[src/hdl/lphi_pkg.sv]
// Shared types and constants for the linear-probe hash insert block.
// No dependencies; every other file imports this package.
package lphi_pkg;

    localparam int TABLE_DEPTH = 1024;
    localparam int KEY_WIDTH   = 31;
    localparam int SLOT_W      = $clog2(TABLE_DEPTH);
    localparam int CFG_W       = 11;
    localparam int STATUS_W    = 2;

    // remainder unit: dividend width, bits retired per cycle, chunk counts
    localparam int DIV_W       = 32;
    localparam int DIV_STEP    = 4;
    localparam int HOME_CHUNKS = DIV_W / DIV_STEP;
    localparam int WRAP_CHUNKS = (CFG_W + DIV_STEP - 1) / DIV_STEP;
    localparam int CHUNK_W     = $clog2(HOME_CHUNKS + 1);

    localparam logic ACT_INSERT = 1'b0;
    localparam logic ACT_CLEAR  = 1'b1;

    localparam logic [STATUS_W-1:0] STAT_INSERTED = 2'd0;
    localparam logic [STATUS_W-1:0] STAT_FULL     = 2'd1;
    localparam logic [STATUS_W-1:0] STAT_ZERO_KEY = 2'd2;
    localparam logic [STATUS_W-1:0] STAT_CLEARED  = 2'd3;

    localparam logic CFG_TABLE_SIZE   = 1'b0;
    localparam logic CFG_HASH_MODULUS = 1'b1;

    localparam logic [CFG_W-1:0] TABLE_SIZE_RST   = 11'd1024;
    localparam logic [CFG_W-1:0] HASH_MODULUS_RST = 11'd1021;

    typedef struct packed {
        logic                 action;
        logic [KEY_WIDTH-1:0] key_value;
    } in_word_t;

    typedef struct packed {
        logic [STATUS_W-1:0] status;
        logic [SLOT_W-1:0]   slot_index;
        logic [CFG_W-1:0]    entry_count;
    } out_word_t;

    typedef struct packed {
        logic               start;
        logic [DIV_W-1:0]   dividend;
        logic [CFG_W-1:0]   divisor;
        logic [CHUNK_W-1:0] chunks;
    } div_req_t;

    typedef struct packed {
        logic                 wr_en;
        logic [SLOT_W-1:0]    wr_addr;
        logic [KEY_WIDTH-1:0] wr_data;
        logic                 rd_en;
        logic [SLOT_W-1:0]    rd_addr;
    } ram_req_t;

    typedef enum logic [2:0] {
        ST_SWEEP,
        ST_IDLE,
        ST_DIV_HOME,
        ST_DIV_WRAP,
        ST_PROBE,
        ST_RESP
    } state_t;

endpackage

[src/hdl/lphi_div.sv]
// Multi-cycle remainder unit: restoring division, DIV_STEP bits per cycle.
// Depends on lphi_pkg. Only the remainder is kept; the divisor must be nonzero.
module lphi_div (
    input  logic                     aclk,
    input  logic                     aresetn,
    input  lphi_pkg::div_req_t       req,
    output logic                     done,
    output logic [lphi_pkg::CFG_W-1:0] remainder
);
    import lphi_pkg::*;

    logic               busy_reg;
    logic               done_reg;
    logic [CHUNK_W-1:0] cnt_reg;
    logic [DIV_W-1:0]   dvd_reg;
    logic [CFG_W-1:0]   rem_reg;
    logic [CFG_W-1:0]   div_reg;
    logic [CFG_W-1:0]   rem_next;

    always_comb begin
        logic [CFG_W:0] t;
        rem_next = rem_reg;
        t        = '0;
        for (int i = 0; i < DIV_STEP; i++) begin
            t = {rem_next, dvd_reg[DIV_W-1-i]};
            if (t >= {1'b0, div_reg}) begin
                t = t - {1'b0, div_reg};
            end
            rem_next = t[CFG_W-1:0];
        end
    end

    always_ff @(posedge aclk) begin
        if (!aresetn) begin
            busy_reg <= 1'b0;
            done_reg <= 1'b0;
            cnt_reg  <= '0;
        end else begin
            done_reg <= 1'b0;
            if (req.start) begin
                busy_reg <= 1'b1;
                cnt_reg  <= req.chunks;
            end else if (busy_reg) begin
                cnt_reg <= cnt_reg - CHUNK_W'(1);
                if (cnt_reg == CHUNK_W'(1)) begin
                    busy_reg <= 1'b0;
                    done_reg <= 1'b1;
                end
            end
        end
    end

    always_ff @(posedge aclk) begin
        if (req.start) begin
            dvd_reg <= req.dividend;
            div_reg <= req.divisor;
            rem_reg <= '0;
        end else if (busy_reg) begin
            dvd_reg <= dvd_reg << DIV_STEP;
            rem_reg <= rem_next;
        end
    end

    assign done      = done_reg;
    assign remainder = rem_reg;

endmodule

[config.mk]
export PLATFORM = sky130hd
export DESIGN_NAME = lphi_div
export DESIGN_NICKNAME = d
export VERILOG_FILES = /design/src/hdl/lphi_pkg.sv /design/src/hdl/lphi_div.sv
export SDC_FILE = /design/constraint.sdc
export NUM_CORES = 1
export LEC_CHECK = 0
export BUFFER_PORTS_ARGS = -buffer_cell sky130_fd_sc_hd__buf_2
export CAP_MARGIN = 5
export CORE_MARGIN = 4
export CORE_UTILIZATION = 59
export DETAILED_ROUTE_END_ITERATION = 8
export PLACE_DENSITY = 0.8
export SKIP_LAST_GASP = 1
export SLEW_MARGIN = 40
export SYNTH_ARGS = -nofsm -noshare
export SYNTH_HDL_FRONTEND = slang
export SYNTH_SLANG_ARGS = --single-unit
[constraint.sdc]
create_clock -name aclk -period 17.5 [get_ports aclk]
set_input_delay 0 -clock aclk [delete_from_list [all_inputs] [get_ports aclk]]
set_output_delay 0 -clock aclk [all_outputs]
set_load 0.02 [all_outputs]
* Yosys cells after proc, flatten, opt, wreduce, memory -nomap -nowiden
Index checks and enable logic that the tools add are counted.
Word-level totals: register bits after elaboration 60, latch bits 0, memory bits (writable) 0, ROM bits 0, input port bits 50, output and inout port bits 12, logic and storage cells 32, memories 0
Cells by class: $add $sub $neg 5, $mul 0, divide/modulo/power cells 0, magnitude comparators 4, eq/ne operators 1, shift operators 0, multiplexer cells 12, bitwise operators 2, reduce and logical (&&, ||, !) cells 2
Operator list (count):
- 32-bit 2-to-1 mux | 2
- 12-bit by 11-bit >= comparator with 1-bit output | 4
- 11-bit 2-to-1 mux | 4
- 11-bit subtractor | 4
- 4-bit 2-to-1 mux | 2
- 4-bit by 1-bit == test with 1-bit output, second input constant | 1
- 1-bit 2-to-1 mux | 4
- 4-bit by 1-bit subtractor with 4-bit output, second input constant | 1
- 3-bit OR reduction | 1
- 1-bit NOT | 2
- 2-bit nonzero test | 1

* Longest topological paths before layout
Gate-level depths: netlist of run 1.
depth after elaboration 8, mapped depth 39, gate-level depth less buffers 36

* Worst setup path before layout of run 1
OpenSTA, ideal clock, no wires.
path type reg2reg, start reg div_reg[0], end reg rem_reg[4] (netlist: remainder[4]), library setup time 0.091 ns, data arrival time 8.531 ns, required time 17.409 ns, setup slack 8.878 ns, stages on the path, launching flop included 37, path buffers 4, period minus slack after synthesis 8.622 ns, cell sequence edfxtp_1 ha_1 fa_1 nand2b_1 a211oi_2 o41a_4 or2_1 buf_6 a21oi_1 fa_1 a211oi_1 o211ai_1 a221oi_2 nor2b_1 nor3_4 clkbuf_1 o21ai_0 fa_1 a21oi_1 o21ai_0 o211a_1 o21a_1 o221a_2 a211oi_4 buf_2 mux2_2 ha_1 nor2b_1 o21ai_0 a21boi_0 or2_2 a31oi_1 o21ai_0 nor3_1 clkbuf_1 or4_1 a311oi_1
On the way: word-level cells in the longest chain between the ends 8, elaborated cells on any way between the ends 12, classes of those cells 4 x add/sub; 4 x order compare; 4 x mux
RTL lines:
- start: declaration | RTL line lphi_div.sv:17 | logic [CFG_W-1:0] div_reg;
- start signal: assignment | RTL line lphi_div.sv:56 | div_reg <= req.divisor;
- 11-bit subtractor / 12-bit by 11-bit >= comparator with 1-bit output (equally long branches) | RTL line lphi_div.sv:27, lphi_div.sv:26
- 11-bit 2-to-1 mux | RTL line lphi_div.sv:26 | if (t >= {1'b0, div_reg}) begin
- 11-bit subtractor / 12-bit by 11-bit >= comparator with 1-bit output (equally long branches) | RTL line lphi_div.sv:27, lphi_div.sv:26
- 11-bit 2-to-1 mux | RTL line lphi_div.sv:26
- 11-bit subtractor / 12-bit by 11-bit >= comparator with 1-bit output (equally long branches) | RTL line lphi_div.sv:27, lphi_div.sv:26
- 11-bit 2-to-1 mux | RTL line lphi_div.sv:26
- 11-bit subtractor / 12-bit by 11-bit >= comparator with 1-bit output (equally long branches) | RTL line lphi_div.sv:27, lphi_div.sv:26
- 11-bit 2-to-1 mux * | RTL line lphi_div.sv:26
- end signal: assignment | RTL line lphi_div.sv:60 | rem_reg <= rem_next;
- end: declaration | RTL line lphi_div.sv:16 | logic [CFG_W-1:0] rem_reg;
Mark *: on every way between the ends. The rest lies on a longest branch, timed or not. A chain may end at the register's enable or synchronous reset.

* Worst setup path after layout of run 1
start reg div_reg[0], end reg rem_reg[3] (netlist: remainder[3])
Same word-level chain as after synthesis.

==> results of run 1 <==
## routing by layer
metal / GRT usage / vias up / wire [um]
met2: 0.5469 / 267 / 7468
li1: - / 2114 / -
met1: 0.3601 / 2173 / 5586
met4: 0.2083 / 0 / 1080
met3: 0.06810 / 91 / 1251
met5: 0 / - / 0
## final timing paths
path	start	to	slack (ps)	depth (start not counted)
worst min register to register	remainder[7]	remainder[7]	550	2
worst max-delay path	div_reg[0]	remainder[3]	7520	33
worst max register to register	div_reg[0]	remainder[3]	7520	33
worst min-delay path	req[47]	div_reg[1]	350	2
## layout by cell type (no fill, tap or decap), drive strengths merged, types with 6 or more instances in the layout
master,instances
nor3,14
or3,9
mux2,48
nand2,18
nand4,8
o21a,7
o21ai,28
inv,32
a21oi,31
a21o,6
ha,46
a211oi,10
xnor2,16
dlygate4sd3,48
nor2,43
a311oi,9
dfxtp,17
xor2,10
clkbuf,10
edfxtp,43
buf,63
nor2b,11
## per-stage QoR
stage                 util  cell area, um2
floorplan                -            5005
global placement    0.6525            5361
detailed placement  0.6527            5363
CTS                 0.7346            6036
global route        0.7349            6038
finish              0.7349            6038
## final cells by class
type                    instances  area, um2  area share
flip-flops and latches         60       1633      0.2704
repair buffers                111      800.8      0.1326
clock buffers                  10      127.6     0.02114
well taps                     105      131.4     0.02176
inverters                      32      120.1     0.01989
clock inverters                 6      65.06     0.01077
multi-input cells             396       3161      0.5234
## synth_stat cells, types with 3 or more instances
master    number  area [um2]
dfxtp_1       17       340.3
ha_1          46       575.6
buf_1          4       15.01
o21ai_1        3       15.01
edfxtp_1      43        1291
or2_2          3       18.77
inv_1         32       120.1
o21ai_0       25       125.1
clkbuf_1      12       45.04
nand2_1       18       67.56
or3_1          9       56.30
xor2_1        10       87.58
o311ai_0       3       26.28
a21o_1         6       45.04
xnor2_1       16       140.1
nand4_1        7       43.79
o21a_1         7       52.55
a311oi_1       8       70.07
o211ai_1       5       37.54
mux2i_1        5       50.05
a31oi_1        3       18.77
fa_1           4       80.08
nor3_1        13       65.06
nor2b_1       11       68.82
nand3_1        5       25.02
a21oi_1       31       155.2
nor2_1        43       161.4
or4_1          4       30.03
a211oi_1       7       52.55
and2_1         5       31.28
nand2b_1       5       31.28
mux2_2        46       518.0
o21bai_1       3       22.52
## kinds of logic (layout without fill, tap and decap cells)
family,Yosys count,after routing
AO/OA/AOI/OAI,129,129
XOR/XNOR,26,26
adder cells (fa/ha/maj),50,50
buffers and inverters,52,159
flip-flops,60,60
multiplexers,53,53
AND/OR/NAND/NOR,138,138
==> qor.yml, run 1 <==
dr.first_iter.drc_count: 447
num-nets-final: 710
period_share: 0.5704
antenna_found_initial: 0
htreeDepth: 3
cts_buffers: 9
clkTransAtPathRegs_ps: 80
avgSynthCellArea_um2: 9.852
arrival_ps: 10240
end_kind: "register"
slowest_stage: "a211oi_4"
die_x_um: 100.1
grt_pass1_wl_mm: 24.53
grt_max_degree: 67
yosys_warnings: 0
die_h_um: 100.1
drv_cap: 0
drv_slew: 0
synthXorXnorAreaFrac: 0.04550
ys_types: 69
post_cts_buffers: 0
dpl.hpwl_mm: 9.900
worst_ep_required_time_ps: 17760
gp_congestion: 0.9621
critPathBufInv: 1
ctsLongestPathBuffers: 2
ios: 62
routed_wirelength_mm: 15.39
syn-cell-area_um2: 5005
route.detailed.drc: 0
synth_top_family_by_area: "compound AO/OA/AOI/OAI gates"
start_util: 0.6091
cts_root_buf: "clkbuf_8"
n_fill_cell: 569
yosys_register_bits: 60
fin_ws_ps: 7518
core_um2: 8217
clkLatencyLatePin_ps: 350
synth_mux_area_frac: 0.1195
synthAdderAreaFrac: 0.1310
die_area_um2: 10020
setup_tns_ps: 0
place_inst: 656
dr.pass1.iters: 5
rows: 33
hp-class: "primary input to register"
hold_slack_ps: 348.5
clock-sinks: 60
start_kind: "register"
layout-drive-gt1-share: 0.2390
grt_use_total: 0.3200
syn_to_final_growth_pct: 20.65
setup_viol_count_final: 0
worstMarginPinSlew_ps: 729.8
tritoncts: "done"
clock_skew_ps: 13.07
rsz0062_at_grt: "no"
syn_inst: 508
cpMostUsedCell: "o21ai_0"
yosysSeqAreaShare: 0.3260
status: "finished clean"
largest_reg_flops: 32
cp_slowest_stage_delay_ps: 570
grt-ovfl-total: 0
numPortBuffers: 61
hold_viol: 0
fin_cells: 720
synth_compound_area_frac: 0.1878
yosys.area_share.simple: 0.1473
relSlewSlack: 0.5134
syn_nets: 608
path_delay_family: "compound AO/OA/AOI/OAI gates"
drtAntennaViolNets: 0
vias_per_cell: 6.451
synthFlopType: "edfxtp_1"
criticalPathCategory: "register to register"
ctsHoldBuffers: 48
dr_total_vias: 4645
synthArstFlopShare: 0
synth_edf_count: 43
n_antenna_cell: 0
finalCriticalPeriod_ps: 9982
path_max_fanout: 21
wl_per_cell_um: 21.37
grt_pass1_vias: 4798
dp_slack_ps: 7827
cts-resized-gates: 0
fmax_mhz: 100.2
Power of run 1 is not shown: default switching activity piles up to over one toggle a cycle in this logic, so the estimate is an artifact.
==> run 2: changes to the inputs <==
--- a/config.mk
+++ b/config.mk
@@ -5,6 +5,7 @@
 export SDC_FILE = /design/constraint.sdc
 export NUM_CORES = 1
 export LEC_CHECK = 0
+export ABC_AREA = 1
 export BUFFER_PORTS_ARGS = -buffer_cell sky130_fd_sc_hd__buf_2
 export CAP_MARGIN = 5
 export CORE_MARGIN = 4
==> constraint.sdc (replaced) <==
create_clock -name aclk -period 10.1 [get_ports aclk]
set_input_delay 0 -clock aclk [delete_from_list [all_inputs] [get_ports aclk]]
set_output_delay 0 -clock aclk [all_outputs]
set_load 0.02 [all_outputs]
==> run 2 against run 1 <==
Effect of this change: critical path depth rose by 11; clock skew barely moved; sequential share of layout area fell by 0.57 points; count of clock-buffer cells in the layout rose by 1; register-to-register slack got worse by 5300 ps; via count rose by 14%; die area rose by 2.1%; non-clock buffer count rose by 1; wire length rose by 2.2%; synthesized cell count rose by 44%; cell area rose by 2.1%; worst setup slack got worse by 5300 ps.
==> qor.yml, run 2 <==
status: "finished clean"  # unchanged
die_area_um2: 10230  # was 10,020 um2
rows: 33  # unchanged
yosysSeqAreaShare: 0.3187  # was 0.3260
grt_pass1_wl_mm: 25.97  # was 24.53 mm
ctsLongestPathBuffers: 2  # unchanged
numPortBuffers: 61  # unchanged
grt_max_degree: 51  # was 67
worst_ep_required_time_ps: 10370  # was 17,760 ps
die_x_um: 101.2  # was 100.1 um
criticalPathCategory: "register to register"  # unchanged
yosys_register_bits: 60  # unchanged
htreeDepth: 3  # unchanged
dpl.hpwl_mm: 10.98  # was 9.900 mm
cts_root_buf: "clkbuf_8"  # unchanged
slowest_stage: "fa_1"  # was a211oi_4
arrival_ps: 8190  # was 10,240 ps
ios: 62  # unchanged
fmax_mhz: 126.3  # was 100.2 MHz
relSlewSlack: 0.6271  # was 0.5134
rsz0062_at_grt: "no"  # unchanged
final_common_cell: "nand2_1"  # was buf_2
cp_slowest_stage_delay_ps: 450  # was 570 ps
synthArstFlopShare: 0  # unchanged
clock_skew_ps: 13.27  # was 13.07 ps
path_max_fanout: 21  # unchanged
syn_nets: 829  # was 608
end_kind: "register"  # unchanged
hp-class: "primary input to register"  # unchanged
setup_tns_ps: 0  # unchanged
cpMostUsedCell: "nand2_1"  # was o21ai_0
n_antenna_cell: 0  # unchanged
clock-sinks: 60  # unchanged
hold_viol: 0  # unchanged
largest_reg_flops: 32  # unchanged
ctsHoldBuffers: 48  # unchanged
yosys_warnings: 0  # unchanged
start_util: 0.6139  # was 0.6091
layout-drive-gt1-share: 0.1237  # was 0.2390
vias_per_cell: 5.581  # was 6.451
route.detailed.drc: 0  # unchanged
cts-resized-gates: 0  # unchanged
grt_use_total: 0.3254  # was 0.3200
post_cts_buffers: 0  # unchanged
wl_per_cell_um: 16.63  # was 21.37 um
tritoncts: "done"  # unchanged
grt_pass1_vias: 5310  # was 4,798
ys_types: 39  # was 69
synth_top_area_frac: 0.2522  # was 0.2580
dr.first_iter.drc_count: 367  # was 447
synth_top_cells_by_count: "280 x nand2_1, 109 x inv_1, 47 x nand3_1"  # was 46 x ha_1, 46 x mux2_2, 43 x edfxtp_1, 43 x nor2_1, 32 x inv_1
dr.pass1.iters: 5  # unchanged
syn_to_final_growth_pct: 20.38  # was 20.65%
dr_total_vias: 5280  # was 4,645
clkTransAtPathRegs_ps: 80  # about the same
synthTopCellsByArea: "edfxtp_1 25%, nand2_1 21%, ha_1 11%, inv_1 8.0%, dfxtp_1 6.6%"  # was edfxtp_1 26%, ha_1 12%, mux2_2 10%, dfxtp_1 6.8%, nor2_1 3.2%
avgSynthCellArea_um2: 7.023  # was 9.852 um2
syn_inst: 729  # was 508
final_cell_mix: "280 x nand2_1, 109 x inv_1, 61 x buf_2, 48 x dlygate4sd3_1, 47 x nand3_1"  # was 61 x buf_2, 48 x dlygate4sd3_1, 46 x mux2_2, 46 x ha_1
die_h_um: 101.2  # was 100.1 um
period_share: 0.7841  # was 0.5704
yosysMostFrequentCell: "nand2_1"
n_fill_cell: 622  # was 569
setup_viol_count_final: 0  # unchanged
synthFlopType: "edfxtp_1"  # unchanged
worstMarginPinSlew_ps: 558.8  # was 729.8 ps
finalCriticalPeriod_ps: 7920  # was 9982 ps
antenna_found_initial: 0  # unchanged
routed_wirelength_mm: 15.73  # was 15.39 mm
synth_edf_count: 43  # unchanged
yosys.area.top_type: "edfxtp_1"  # unchanged
cts_buffers: 9  # unchanged
clkLatencyLatePin_ps: 330  # was 350 ps
drv_slew: 0  # unchanged
drtAntennaViolNets: 0  # unchanged
syn-cell-area_um2: 5120  # was 5005 um2
gp_congestion: 1.023  # was 0.9621
core_um2: 8341  # was 8217 um2
start_kind: "register"  # unchanged
drv_cap: 0  # unchanged
grt-ovfl-total: 0  # unchanged
num-nets-final: 936  # was 710
==> run 2: layer usage <==
metal / wire [um] / vias to the layer above / global-route usage
li1: - / 2540 / -
met1: 6005 / 2364 / 0.3947
met2: 7412 / 297 / 0.5397
met3: 1269 / 79 / 0.05854
met4: 1042 / 0 / 0.1933
met5: 0 / - / 0
==> run 2: logic make-up after synthesis <==
family,after synthesis,synth area share
AO/OA/AOI/OAI,72,0.07991
XOR/XNOR,33,0.05645
adder cells (fa/ha/maj),50,0.1281
buffers and inverters,131,0.1026
flip-flops,60,0.3187
AND/OR/NAND/NOR,383,0.3143
==> run 2: cell type report <==
cell class,instances,area [um2],share of cell area
tap,105,131.4,0.02132
sequential,60,1632,0.2647
clock buffer,11,152.6,0.02477
inverter,115,431.7,0.07004
multi-input combinational,538,2965,0.4811
clock inverter,5,42.54,0.006902
timing repair buffer,112,808.3,0.1311
==> run 2: path summary, 6_finish.rpt <==
| kind | from | to | slack [ps] | cells after the start |
|---|---|---|---|---|
| worst min-delay path | req[47] | div_reg[7] | 280 | 2 |
| worst max register to register | div_reg[7] | remainder[3] | 2180 | 44 |
| worst min register to register | cnt_reg[3] | cnt_reg[3] | 500 | 2 |
| worst max-delay path | div_reg[7] | remainder[3] | 2180 | 44 |
==> run 2: worst max-delay path: cells and delay by family (launching register included) <==
kind / cells / cell delay, ps
simple gates: 24 / 3080
compound gates: 10 / 2200
fa+ha+maj: 4 / 1470
buf+inv: 6 / 730
flops: 1 / 360
==> run 2: through the flow <==
step	area [um2]	hold slack (ps)	std cells	setup slack, ps	utilization
final	6163	279.6	946	2180	0.7390
after floorplan	5120	97.63	729	3522	-
after global routing	6163	292.9	946	1374	0.7390
after global placement	5485	177.5	882	2574	0.6577
after detailed placement	5485	178.2	882	2370	0.6577
after CTS	6161	271.0	946	2334	0.7387
Power of run 2 is left out for the same reason.
==> run 3: changes to the inputs <==
--- a/config.mk
+++ b/config.mk
@@ -9,9 +9,9 @@
 export BUFFER_PORTS_ARGS = -buffer_cell sky130_fd_sc_hd__buf_2
 export CAP_MARGIN = 5
 export CORE_MARGIN = 4
-export CORE_UTILIZATION = 59
+export CORE_UTILIZATION = 54
 export DETAILED_ROUTE_END_ITERATION = 8
-export PLACE_DENSITY = 0.8
+export PLACE_DENSITY = 0.77
 export SKIP_LAST_GASP = 1
 export SLEW_MARGIN = 40
 export SYNTH_ARGS = -nofsm -noshare
==> constraint.sdc (replaced) <==
create_clock -name aclk -period 7.2 [get_ports aclk]
set_input_delay 0 -clock aclk [delete_from_list [all_inputs] [get_ports aclk]]
set_output_delay 0 -clock aclk [all_outputs]
set_load 0.02 [all_outputs]
==> run 3 against run 2 <==
Effect of this change: worst setup slack got worse by 1800 ps; via count increased by 5.2%; die area increased by 8.5%; cell count increased by 12%; flip-flop and latch count unchanged; worst hold slack got worse by 120 ps; count of clock-buffer cells in the layout decreased by 2; first-iteration DRC count increased by 30%; critical path depth increased by 5; register-to-register slack got worse by 1800 ps; critical path type unchanged; critical endpoint is now remainder[5]; largest cell class unchanged.
==> qor.yml, run 3 (same netlist as run 2, synthesis figures left out) <==
status: "finished clean"  # unchanged
postPlaceCellArea_um2: 6126  # was 5485 um2
vias_per_cell: 5.228  # was 5.581
finalCriticalPeriod_ps: 6772  # was 7920 ps
clock_skew_ps: 10.49  # was 13.27 ps
grt_pass1_wl_mm: 26.32  # was 25.97 mm
n_antenna_cell: 0  # unchanged
n_fill_cell: 680  # was 622
routed_wirelength_mm: 17.01  # was 15.73 mm
reg2reg_from: "dvd_reg[31]"  # was div_reg[7]
grt_max_degree: 51  # unchanged
hold_viol: 0  # unchanged
slowest_stage: "edfxtp_1"  # was fa_1
ios: 62  # unchanged
ctsLongestPathBuffers: 2  # unchanged
reg2regPathDepth: 49  # was 44
path_max_fanout: 8  # was 21
dr.pass1.iters: 5  # unchanged
cpMostUsedCell: "nand2_1"  # unchanged
grt_pass1_vias: 5356  # was 5,310
final_cell_mix: "280 x nand2_1, 108 x inv_1, 92 x buf_4, 60 x buf_2, 48 x dlygate4sd3_1"  # was 280 x nand2_1, 109 x inv_1, 61 x buf_2, 48 x dlygate4sd3_1, 47 x nand3_1
worst_r2r_endpoint: "remainder[5]"  # was remainder[3]
largest_reg_flops: 32  # unchanged
hp-class: "primary input to register"  # unchanged
layout-drive-gt1-share: 0.2283  # was 0.1237
route.detailed.drc: 0  # unchanged
worst_ep_required_time_ps: 7430  # was 10,370 ps
path_delay_family: "simple AND/OR/NAND/NOR gates"  # unchanged
final_common_cell: "nand2_1"  # unchanged
relSlewSlack: 0.5733  # was 0.6271
tritoncts: "done"  # unchanged
setup_tns_ps: 0  # unchanged
critPathBufInv: 13  # was 6
rrSetupSlack_ps: 430  # was 2180 ps
arrival_ps: 7000  # was 8190 ps
cts_buffers: 9  # unchanged
clkLatencyLatePin_ps: 350  # was 330 ps
dr.first_iter.drc_count: 477  # was 367
setup_viol_count_final: 0  # unchanged
dr_total_vias: 5552  # was 5,280
cp_slowest_stage_delay_ps: 430  # was 450 ps
dpl.hpwl_mm: 11.73  # was 10.98 mm
die_area_um2: 11100  # was 10,230 um2
numPortBuffers: 61  # unchanged
die_x_um: 105.4  # was 101.2 um
end_kind: "register"  # unchanged
wl_per_cell_um: 16.02  # was 16.63 um
start_util: 0.5541  # was 0.6139
criticalPathCategory: "register to register"  # unchanged
grt_use_total: 0.2993  # was 0.3254
htreeDepth: 3  # unchanged
fin_ws_ps: 428.0  # was 2180 ps
period_share: 0.9406  # was 0.7841
final_area_um2: 7019  # was 6163 um2
grt-ovfl-total: 0  # unchanged
crit_start: "dvd_reg[31]"  # was div_reg[7]
clkTransAtPathRegs_ps: 70  # was 80 ps
antenna_found_initial: 0  # unchanged
fmax_mhz: 147.7  # was 126.3 MHz
drtAntennaViolNets: 0  # unchanged
clock-sinks: 60  # unchanged
num-nets-final: 1028  # was 936
cts_root_buf: "clkbuf_8"  # unchanged
drv_slew: 0  # unchanged
syn_to_final_growth_pct: 37.10  # was 20.38%
die_h_um: 105.4  # was 101.2 um
worstMarginPinSlew_ps: 639.4  # was 558.8 ps
rows: 35  # was 33
core_um2: 9240  # was 8341 um2
final_core_util: 0.7596  # was 0.7390
crit_end: "remainder[5]"  # was remainder[3]
path_depth: 49  # was 44
start_kind: "register"  # unchanged
drv_cap: 0  # unchanged
gp_congestion: 1.034  # was 1.023
dp_slack_ps: -16.45  # was 2370 ps
run 3: worst min path at each step:
stage | from | end | slack, ps | depth (start not counted)
2_1_floorplan | aresetn | cnt_reg[1] | 100 | 2
3_3_place_gp | req[14] | div_reg[10] | 180 | 1
3_5_place_dp | req[7] | div_reg[3] | 180 | 1
4_1_cts | req[47] | div_reg[5] | 320 | 1
5_1_grt | req[47] | div_reg[4] | 190 | 1
6_report | req[47] | div_reg[0] | 160 | 1
run 3: timing repair:
action	in CTS	in global routing
resized for setup	3	24
gates cloned	0	3
hold buffers	48	0
pin swaps	0	6
endpoints found under the setup margin	8	11
endpoints found under the hold margin	49	0
setup buffers	0	8
run 3: through the flow:
stage	cells	hold WS, ps
after floorplan	729	97.63
after global placement	987	176.4
after detailed placement	987	178.1
after CTS	1051	320.2
after global routing	1062	187.0
final	1062	163.6
run 3: layer usage:
layer  track usage  wire length, um  vias up
li1              -                -     2728
met1        0.3827             7206     2537
met2        0.5032             8027      234
met3       0.04654             1149       53
met4        0.1237              627        0
met5             0                0        -
run 3: worst register-to-register path, delay by kind of cell, from the launching register on:
kind            cells  cell delay (ps)
flops               1              430
compound gates      7             1020
simple gates       24             2700
fa+ha+maj           5             1320
buf+inv            13             1220
run 3: layout make-up:
type                       count  area (um2)  area share
multi-input combinational    541        3094      0.4408
sequential                    60        1632      0.2324
timing repair buffer         201        1476      0.2103
inverter                     115       431.7     0.06150
tap                          129       161.4     0.02299
clock buffer                   9       123.9     0.01765
clock inverter                 7       100.1     0.01426
Power of run 3 is left out for the same reason.
